--- config.mk ---
export PLATFORM = sky130hd
export DESIGN_NAME = ttps_resolve
export DESIGN_NICKNAME = d
export VERILOG_FILES = /design/src/rtl/core/ttps_pkg.sv /design/src/rtl/core/ttps_resolve.sv
export SDC_FILE = /design/constraint.sdc
export NUM_CORES = 1
export LEC_CHECK = 0
export ABC_AREA = 1
export ABC_CLOCK_PERIOD_IN_PS = 2550
export BUFFER_PORTS_ARGS = -buffer_cell sky130_fd_sc_hd__clkbuf_2
export CORE_ASPECT_RATIO = 0.6
export CORE_UTILIZATION = 53
export DETAILED_ROUTE_END_ITERATION = 7
export PLACE_DENSITY = 0.91
export SYNTH_ARGS = -nofsm -noshare
export SYNTH_HDL_FRONTEND = slang
export SYNTH_SLANG_ARGS = --single-unit
--- constraint.sdc ---
create_clock -name vclk -period 2.55
set_input_delay 0 -clock vclk [all_inputs]
set_output_delay 0 -clock vclk [all_outputs]
set_load 0.1 [all_outputs]
--- src/rtl/core/ttps_pkg.sv ---
package ttps_pkg;

    localparam int unsigned ENTRIES_DEF = 65536;

    localparam int unsigned DEPTH_W = 9;
    localparam int unsigned SCORE_W = 32;
    localparam int unsigned SDEPTH_W = 8;

    typedef enum logic [1:0] {
        CMD_STORE = 2'd0,
        CMD_PROBE = 2'd1,
        CMD_CLEAR = 2'd2,
        CMD_NONE  = 2'd3
    } cmd_t;

    typedef enum logic [1:0] {
        KIND_EXACT  = 2'd0,
        KIND_UPPER  = 2'd1,
        KIND_LOWER  = 2'd2,
        KIND_UNUSED = 2'd3
    } kind_t;

    localparam logic signed [DEPTH_W-1:0] EMPTY_DEPTH = -9'sd1;

    typedef struct packed {
        logic signed [DEPTH_W-1:0] depth;
        logic signed [SCORE_W-1:0] score;
        logic [1:0]                kind;
    } entry_t;

    typedef struct packed {
        logic                      hit;
        logic signed [SCORE_W-1:0] value;
        logic                      same_parity;
        logic                      store_wr;
    } res_t;

endpackage

--- src/rtl/core/ttps_resolve.sv ---
module ttps_resolve (
    input  logic [1:0]                          cmd,
    input  logic [ttps_pkg::SDEPTH_W-1:0]       search_depth,
    input  logic signed [ttps_pkg::SCORE_W-1:0] alpha,
    input  logic signed [ttps_pkg::SCORE_W-1:0] beta,
    input  ttps_pkg::entry_t                    cur,
    output ttps_pkg::res_t                      res
);
    import ttps_pkg::*;

    logic signed [DEPTH_W-1:0] asked;
    logic                      deep_enough;
    logic                      not_deeper;

    always_comb
    begin
        asked       = $signed({1'b0, search_depth});
        deep_enough = ($signed(cur.depth) >= asked);
        not_deeper  = ($signed(cur.depth) <= asked);

        res.hit         = 1'b0;
        res.value       = '0;
        res.store_wr    = 1'b0;
        // empty slot reads as -1, which counts as odd
        res.same_parity = ~(cur.depth[0] ^ search_depth[0]);

        case (cmd)
            CMD_STORE:
            begin
                res.store_wr = not_deeper;
            end
            CMD_PROBE:
            begin
                if (deep_enough)
                begin
                    case (cur.kind)
                        KIND_EXACT:
                        begin
                            res.hit   = 1'b1;
                            res.value = cur.score;
                        end
                        KIND_UPPER:
                        begin
                            if ($signed(cur.score) <= alpha)
                            begin
                                res.hit   = 1'b1;
                                res.value = alpha;
                            end
                        end
                        KIND_LOWER:
                        begin
                            if ($signed(cur.score) >= beta)
                            begin
                                res.hit   = 1'b1;
                                res.value = beta;
                            end
                        end
                        default:
                        begin
                            res.hit = 1'b0;
                        end
                    endcase
                end
            end
            default:
            begin
                res.store_wr = 1'b0;
            end
        endcase
    end

endmodule

# Word level (Yosys, flattened, before mapping)
# Cells that the tools add are included.
[classes] magnitude_cmp=4 n_eq_ne=3 n_mux=7 bitwise=2 n_reduce_logical=2
[op_table] op="$mux W33" n=4
[op_table] op="$pmux W32 S3" n=1
[op_table] op="$ge A32 B32 Y1" n=1
[op_table] op="$le A32 B32 Y1" n=1
[op_table] op="$ge A9 B9 Y1" n=1
[op_table] op="$le A9 B9 Y1" n=1
[op_table] op="$eq A2 B1 Y1 const B" n=2
[op_table] op="$logic_not A2 Y1" n=2
[op_table] op="$pmux W1 S3" n=1
[op_table] op="$eq A2 B2 Y1 const B" n=1
[op_table] op="$mux W1" n=1
[op_table] op="$not A1 Y1" n=1
[op_table] op="$xor A1 B1 Y1" n=1
[totals] reg_bits=0 in_bits=117 output_inout_bits=35

# Depth between registers and ports, before layout
[depth] word_depth=5 depth_mapped=20

# Worst setup path before layout
# Ideal clock, no wire load.
[synth_path] path_kind="in2out" start="in cur[34] (netlist bit)" end="out res[10] (netlist bit)" t_arrival_ps=2472 t_required_ps=2550 setup_slack_ps=78 path_stages=9 n_path_buf=1 cell_sequence="inv_1 > ha_1 > nand2_1 > nor3_1 > nand4_1 > a21oi_1 > buf_6 > nand2_1 > inv_1"
[synth_rtl] element="start, declared" line="ttps_resolve.sv:6" text="input ttps_pkg::entry_t cur,"
[synth_rtl] element="end, declared" line="ttps_resolve.sv:7" text="output ttps_pkg::res_t res"

==> results.ini <==
[outcome]
status = complete, no violations

[die]
core_sq_um = 5305
fp-row-count = 20
die_w_um = 100.0
die_h_um = 60.82
dieArea_sq_um = 6083
start_util = 0.5759
io_pins = 152

[setup_path]
crit_fanout = 19
crit_chain = clkbuf_2, inv_1, ha_1, nand2_1, nor2_1, a211oi_1, o21ai_1, nand2_1, nand2_1, a22oi_1, a21oi_2, buf_4, nand2_1, inv_1, buf_12
cp.arrival_ns = 2.27
startpoint_type = input port
worstSetupPathType = in -> out
crit_top_cell = nand2_1
crit_path_end_kind = output pin
required_ns = 2.55
slowest_delay_ns = 0.58
slowest_stage = a21oi_2

[routing]
antenna_left = 0
num_vias = 4179
firstDrtPassIters = 5
via_per_inst = 5.434
drc = 0
wl_per_cell_um = 13.28
wl_mm = 10.21
drt-initial-drc-count = 227

[hold_path]
whs_path_depth = 6
min_path_type = in -> out

[layout]
multiInputGateArea_sq_um = 2457
regArea_sq_um = 0
fin_nets = 883
area_growth_pct = 42.79
final_cell_mix = nand2_1 (148), inv_1 (128), clkbuf_2 (119)
design.seq.count = 0
layout_commonest_cell = nand2_1
antenna_cells = 0
nClkBuffers = 0
drive_above_1_share = 0.2587
fillers = 405

[power_and_ir_drop]
power_switching_share = 0.6185
seqPwrFrac = 0
power_density_nw_per_um2 = 163.8
peakVddDrop_mv = 0.1442
intPower_uw = 272.6
leakage_uw = 0.002832
clock_power_share = 0
p_switching_uw = 442.0
pwr-share-comb = 1.000

[synthesis]
synthTopCellsByArea = ha_1 (29%), nand2_1 (18%), inv_1 (16%)
synth_seq_area_share = 0
avgSynthCellArea_sq_um = 5.555
synth_cell_type_count = 24
netlist_instances = 550
synth_top_area_share = 0.2948
yosysWarnings = 0
synth_nets = 739
synth_area_sq_um = 3055
yosys.area.top_type = ha_1

[global_routing]
grt_pass1_vias = 3902
grt_first_pass_wirelength_mm = 16.59
track_usage = 0.3337
antenna_found_initial = 0
grt_max_degree = 34
overflow = 0

[timing]
tns_ns = 0
relSlewSlack = 0.5387
finalCriticalPeriod_ns = 2.269
rsz0062_at_grt = false
fmaxAchievable_mhz = 440.7
worst_slew_pin_slew_ns = 0.6919
slew_viol_final = 0
setup_ws_ns = 0.2811
finalSetupViolCount = 0
hold_violations = 0
post-route-period-util = 0.8898

[place]
dpl.hpwl_mm = 8.765
portBuffers = 152
gp_congestion = 0.8964
place_ws_ns = 0.2847

[cts]
post_cts_resized = 0
cts_setup_buffers = 0
cts_hold_buf = 0

[run]
max_cap_violations = 0

[cell usage after synthesis (4+ instances only)]
| cell | instances |
|---|---|
| clkbuf_1 | 8 |
| a21oi_1 | 32 |
| buf_6 | 5 |
| ha_1 | 72 |
| o21ai_0 | 5 |
| o21a_1 | 4 |
| nor2_1 | 24 |
| nand3_1 | 92 |
| inv_1 | 128 |
| nand4_1 | 6 |
| nand2_1 | 148 |
| nand3_2 | 10 |
[power groups by stage]
stage | sequential [uW] | clock [uW] | combinational [uW]
global placement | 0 | 0 | 666
finish | 0 | 0 | 715
CTS | 0 | 0 | 706
global route | 0 | 0 | 798
detailed placement | 0 | 0 | 703
floorplan | 0 | 0 | 454
[critical path: cells and delay by family]
kind,cells,cell delay [ns]
buffers and inverters,5,0.78
and+or+nand+nor,5,0.36
adders and majority gates,1,0.28
AOI/OAI and AO/OA,4,0.83
[area by class of cell]
type	instances	share of cell area
tap	77	0.02208
inverter	128	0.1101
multi-input combinational	404	0.5632
timing repair buffer	160	0.3046
[metrics by stage]
step	cell area (sq um)	power [uW]	hold WS, ns	instances	util
after floorplan	3055	454.0	0.4194	550	-
after global placement	4363	665.7	0.4835	769	0.8224
after detailed placement	4363	702.6	0.4957	769	0.8224
after CTS	4363	705.8	0.4967	769	0.8224
after global routing	4363	798.0	0.5293	769	0.8224
final	4363	714.6	0.4917	769	0.8224
[metal layers]
| metal | wire length, um | track usage | up-vias |
|---|---|---|---|
| li1 | - | - | 2039 |
| met1 | 4248 | 0.4193 | 1860 |
| met2 | 4726 | 0.6128 | 241 |
| met3 | 978 | 0.03456 | 39 |
| met4 | 259 | 0.1139 | 0 |
| met5 | 0 | 0 | - |
[kinds of logic (layout without fill, tap and decap cells)]
logic type,count (synthesis),in the layout,share of synthesized area
adder cells (fa/ha/maj),72,72,0.2948
AND/OR/NAND/NOR,286,286,0.4238
buffers and inverters,146,288,0.1994
AO/OA/AOI/OAI,46,46,0.08190
[worst paths after layout]
kind              endpoint            start  slack (ns)
hold / removal     res[13]        alpha[11]        0.49
setup / recovery    res[6]  search_depth[2]        0.28
Note: power is estimated with default switching activity, not from simulation.
