[config.mk]
export PLATFORM = sky130hd
export DESIGN_NAME = ttps_clear
export DESIGN_NICKNAME = d
export VERILOG_FILES = /design/src/rtl/core/ttps_pkg.sv /design/src/rtl/core/ttps_clear.sv
export SDC_FILE = /design/constraint.sdc
export NUM_CORES = 1
export LEC_CHECK = 0
export ABC_CLOCK_PERIOD_IN_PS = 1600
export BUFFER_PORTS_ARGS = -buffer_cell sky130_fd_sc_hd__buf_2
export CORE_MARGIN = 2
export CORE_UTILIZATION = 47
export DETAILED_ROUTE_END_ITERATION = 12
export PLACE_DENSITY_LB_ADDON = 0.3
export SLEW_MARGIN = 25
export SYNTH_ARGS = -nofsm -noshare
export SYNTH_HDL_FRONTEND = slang
export SYNTH_SLANG_ARGS = --single-unit
export TNS_END_PERCENT = 100
[constraint.sdc]
create_clock -name clk -period 1.6 [get_ports clk]
set_input_delay 0.32 -clock clk [delete_from_list [all_inputs] [get_ports clk]]
set_output_delay 0.32 -clock clk [all_outputs]
set_load 0.05 [all_outputs]
[src/rtl/core/ttps_pkg.sv]
package ttps_pkg;

    localparam int unsigned ENTRIES_DEF = 65536;

    localparam int unsigned DEPTH_W = 9;
    localparam int unsigned SCORE_W = 32;
    localparam int unsigned SDEPTH_W = 8;

    typedef enum logic [1:0] {
        CMD_STORE = 2'd0,
        CMD_PROBE = 2'd1,
        CMD_CLEAR = 2'd2,
        CMD_NONE  = 2'd3
    } cmd_t;

    typedef enum logic [1:0] {
        KIND_EXACT  = 2'd0,
        KIND_UPPER  = 2'd1,
        KIND_LOWER  = 2'd2,
        KIND_UNUSED = 2'd3
    } kind_t;

    localparam logic signed [DEPTH_W-1:0] EMPTY_DEPTH = -9'sd1;

    typedef struct packed {
        logic signed [DEPTH_W-1:0] depth;
        logic signed [SCORE_W-1:0] score;
        logic [1:0]                kind;
    } entry_t;

    typedef struct packed {
        logic                      hit;
        logic signed [SCORE_W-1:0] value;
        logic                      same_parity;
        logic                      store_wr;
    } res_t;

endpackage

[src/rtl/core/ttps_clear.sv]
module ttps_clear #(
    parameter int unsigned ENTRIES = ttps_pkg::ENTRIES_DEF,
    parameter int unsigned IDX_W = $clog2(ENTRIES)
) (
    input  logic             clk,
    input  logic             rst_n,
    input  logic             start,
    output logic             active,
    output logic [IDX_W-1:0] idx
);
    import ttps_pkg::*;

    localparam logic [IDX_W-1:0] LAST_IDX = IDX_W'(ENTRIES - 1);

    logic             active_reg;
    logic             active_next;
    logic [IDX_W-1:0] idx_reg;
    logic [IDX_W-1:0] idx_next;

    always_comb
    begin
        active_next = active_reg;
        idx_next    = idx_reg;
        if (active_reg)
        begin
            idx_next = idx_reg + IDX_W'(1);
            if (idx_reg == LAST_IDX)
            begin
                active_next = 1'b0;
                idx_next    = '0;
            end
        end
        else if (start)
        begin
            active_next = 1'b1;
            idx_next    = '0;
        end
    end

    // sweep runs straight out of reset
    always_ff @(posedge clk or negedge rst_n)
    begin
        if (!rst_n)
        begin
            active_reg <= 1'b1;
            idx_reg    <= '0;
        end
        else
        begin
            active_reg <= active_next;
            idx_reg    <= idx_next;
        end
    end

    assign active = active_reg;
    assign idx    = idx_reg;

endmodule

======== Word-level counts from Yosys, hierarchy flattened ========
Index checks and enable logic that the tools add are counted.
W data, S select, Z words.
storage, ports and cells
  flip-flop bits (word level) ............. 17
  bits of input ports ..................... 3
  logic and storage cells ................. 11
operators by class
  $add $sub $neg .......................... 1
  equality and inequality tests ........... 1
  muxes and demuxes ....................... 6
  reductions and logical operators ........ 1
operator list
  operator                 number
  $mux W16                 3
  $add A16 B1 Y16 const B  1
  $eq A16 B16 Y1 const B   1
  $mux W1                  3
  $reduce_bool A2 Y1       1

======== Depth between registers and ports, before layout ========
  word-level depth ........................ 3
  mapped depth ............................ 6
  gate-level depth less buffers ........... 5

======== Worst setup path after synthesis ========
Ideal clock, no wire load.
  kind .................................... register to register
  start point ............................. register idx_reg[0] (netlist: idx[0])
  end point ............................... register idx_reg[3] (netlist: idx[3])
  data arrival time ....................... 1783 ps
  data required time ...................... 1480 ps
  path slack .............................. -302 ps
  cell stages (with the launch flop) ...... 6
  path buffers ............................ 0
  clock period less this slack ............ 1902 ps
  cell sequence ........................... dfrtp_1 ha_1 nand3_1 nor4_2 a31oi_1 a31o_1
on the way
  word-level cells in the longest chain between the ends .. 3
  elaborated cells between the ends (all ways) .. 4
  classes of those cells .................. add/sub: 1; eq/ne: 1; mux: 2
RTL lines
  item                                                      line                                text
  from (decl)                                               ttps_clear.sv:17                    logic [IDX_W-1:0] idx_reg;
  from (signal assigned)                                    ttps_clear.sv:51                    idx_reg <= idx_next;
  $add A16 B1 Y16 / $eq A16 B16 Y1 (equally long branches)  ttps_clear.sv:26, ttps_clear.sv:27
  $mux W16 *                                                ttps_clear.sv:27                    if (idx_reg == LAST_IDX)
  $mux W16 *                                                ttps_clear.sv:24                    if (active_reg)
Every way passes the cells marked *; elsewhere a longest branch is shown, timed or not.
A chain may end at the register's enable or synchronous reset.

======== Worst setup path after layout ========
  start point ............................. register active_reg (netlist: active)
  end point ............................... output port active
RTL lines
  item                    line              text
  from (decl)             ttps_clear.sv:15  logic active_reg;
  from (signal assigned)  ttps_clear.sv:50  active_reg <= active_next;
  to (decl)               ttps_clear.sv:8   output logic active,
No word-level cell between the ends.

==> metrics <==
status=finished clean; Top Ports=20; critical path arrival=1230 ps; Syn Area/Cell=9.09 µm²; gate count after technology mapping=107; Distinct cells, synth=33; RR Endpoint=idx[15]; iteration-0 DRC count of the detailed router=26; Horiz. Die Dim=49.5 µm; min Tclk post-route=1550 ps; postcts setup bufs=0; CP Launch Type=flop; H-tree levels=1; number of synthesized register bits=17; Hold Violations, Final=0; Main synth FF type=dfrtp_1; Inserted Clock Buffers=3; crit share post-route=97.0%; largest net degree at the start of global routing=18; final setup TNS=0 ps; clock latency on the worst-skew pair=290 ps; # nets final=136; root buffer cell=clkbuf_4; worst hold path type=in -> reg; crit path max fanout=12; via count=918; Inst Count DP=153; layout cell share with drive strength beyond 1=38.2%; crit-path leading delay family=flip-flops; Max Buffers Root-to-Sink=2; Post-Route WL=2.38 mm; area of the multi-input gates=523 µm²; Row Count=16; FF-to-FF Start=idx[0]; Worst Setup Path Type=reg -> out; max_slew headroom=61.1%; cell area power density=1630 nW/µm²; Synth top cells by count=dfrtp_1 (16), nand2_1 (15), o21ai_0 (13); Seq. cell area=442 µm²; max reg flops=16; min-delay src=start; Die Area=2450 µm²; unrepaired setup endpoints after global routing=true; Max Clock Skew=4.68 ps; Max Cap Viol=0; Post-synth EDFFs=0; top cells by area, synth=dfrtp_1 (41%), o21ai_0 (6.7%), nand2_1 (5.8%); clock network power share=11.9%; combinational share of power=48.6%; first-pass GRT wire length=3.92 mm; Slew Viols, Final=0; DRC Markers=0; non-filler instance count after layout=158; register area share after synthesis=43.9%; Placed Area=1130 µm²; Final GP Congestion=0.881; Hold EP=idx[10]; vias per cell=5.81; Sw Share=52.1%; Hold Crit Depth=2; worst stage delay on the critical path=570 ps; Filler cells=190; Slowest-stage cell, CP=dfstp_2; FFs w/ async S/R, synth=100%; first drt pass iteration count=4; Synthesis Warnings=0; Core ar.=1960 µm²; r2r setup slk=60 ps; Buffers & Inverters on Critical Path=2; vias in the first global route=882; area added between synthesis and finish=23.0%; routed len/inst=15.0 µm; synthesized area=972 µm²; DP HPWL=1.73 mm; Max Freq=645 MHz; total global routing overflow=0; Synth area leader=dfrtp_1; Finished Cell Area=1200 µm²; worst-margin pin slew=583 ps; count of final setup violators=0; Sequential Power Share=39.5%; Port Buffers=19; Sink Count=17; Post-DRT Antenna Nets=0; critical path endpoint category=primary output; R2R depth=4; CTS tree=built; NetSw=1010 µW; peak supply drop=1.18 mV; top-count cell post-synth=dfrtp_1; leak pwr=0.000488 µW; DIE HEIGHT=49.5 µm; Mapped Nets=111; total track usage=20.8%; ANT cells=0; share of the synthesized area in the top cell type=41.2%; starting density of the core=49.6%; Int Power=934 µW; crit path cell chain=buf_4 -> buf_6; WP data required=1280 ps; Worst-path clk slew=90 ps; initial antenna violation count=0
==> power groups by stage <==
stage | Clock (µW) | Sequential, µW | Combinational [µW]
3_5_place_dp | 0 | 773 | 937
5_1_grt | 258 | 804 | 1010
3_3_place_gp | 0 | 759 | 921
4_1_cts | 230 | 762 | 942
6_report | 232 | 769 | 947
2_1_floorplan | 0 | 1200 | 278
==> cell usage in the layout (no fill, tap or decap), drive strengths merged, types with 3 or more instances in the layout <==
| master | netlist | layout |
|---|---|---|
| nor2 | 4 | 4 |
| nand2 | 15 | 15 |
| and3 | 3 | 3 |
| o21ai | 14 | 14 |
| inv | 4 | 4 |
| o211ai | 4 | 4 |
| clkbuf | 2 | 4 |
| nand4 | 7 | 7 |
| nand3 | 8 | 8 |
| buf | 4 | 25 |
| dfrtp | 16 | 16 |
| a31oi | 3 | 3 |
==> how the worst max path moves through the flow <==
| stage | start | to | slack, ps | depth (start not counted) |
|---|---|---|---|---|
| 6_report | active | active | 50 | 2 |
| 5_1_grt | idx[0] | idx[15] | -4 | 5 |
| 4_1_cts | active | active | 30 | 2 |
| 3_5_place_dp | start | idx[2] | 10 | 4 |
| 3_3_place_gp | idx[0] | idx[3] | 80 | 5 |
| 2_1_floorplan | idx[1] | idx[13] | -20 | 6 |
==> worst register-to-register path, cell delays in order, from the launching register on <==
cell and delay, ps:
dfrtp_2 430, and4_1 350, nand4_4 140, or4_1 430, o211ai_1 110
==> kinds of logic (layout without fill, tap and decap cells) <==
group	count (synthesis)	count (layout)	share of synthesized area [%]
DFF	17	17	43.9
adders and majority gates	1	1	1.29
buffers and inverters	10	34	5.92
AOI/OAI and AO/OA	30	30	19.3
muxes	2	2	2.06
and+or+nand+nor	46	46	26.6
xor gates and xnor gates	1	1	0.901
==> area by class of cell <==
class,count,share of cell area [%]
Inverter,4,1.26
Timing Repair Buffer,26,13.1
Tap cell,27,2.82
Multi-Input combinational cell,80,43.7
Clock buffer,4,2.20
Sequential cell,17,36.9
==> metal layers <==
metal | routed length [µm] | part of all wire, % | vias up | global-route usage (%)
met2 | 1150 | 48 | 36 | 32.7
met1 | 1080 | 46 | 429 | 28.5
met3 | 122 | 5.1 | 3 | 3.33
met5 | 0 | 0 | - | 0
li1 | - | - | 450 | -
met4 | 23 | 0.97 | 0 | 9.26
==> through the flow <==
step / total power, µW / hold slack, ps / setup slack [ps] / utilization [%]
finish: 1950 / 235 / 48.7 / 61.0
global route: 2080 / 231 / -4.11 / 61.0
CTS: 1930 / 226 / 28.6 / 59.6
detailed placement: 1710 / 262 / 11.1 / 57.7
global placement: 1680 / 264 / 77.2 / 57.7
floorplan: 1480 / 24.4 / -20.0 / -
==> what timing repair did <==
| action | in CTS | in global routing |
|---|---|---|
| hold endpoints to repair | 16 | 0 |
| hold buffers | 1 | 0 |
| resized for setup | 1 | 5 |
| setup endpoints to repair | 1 | 10 |
(Power assumes the default switching activity.)
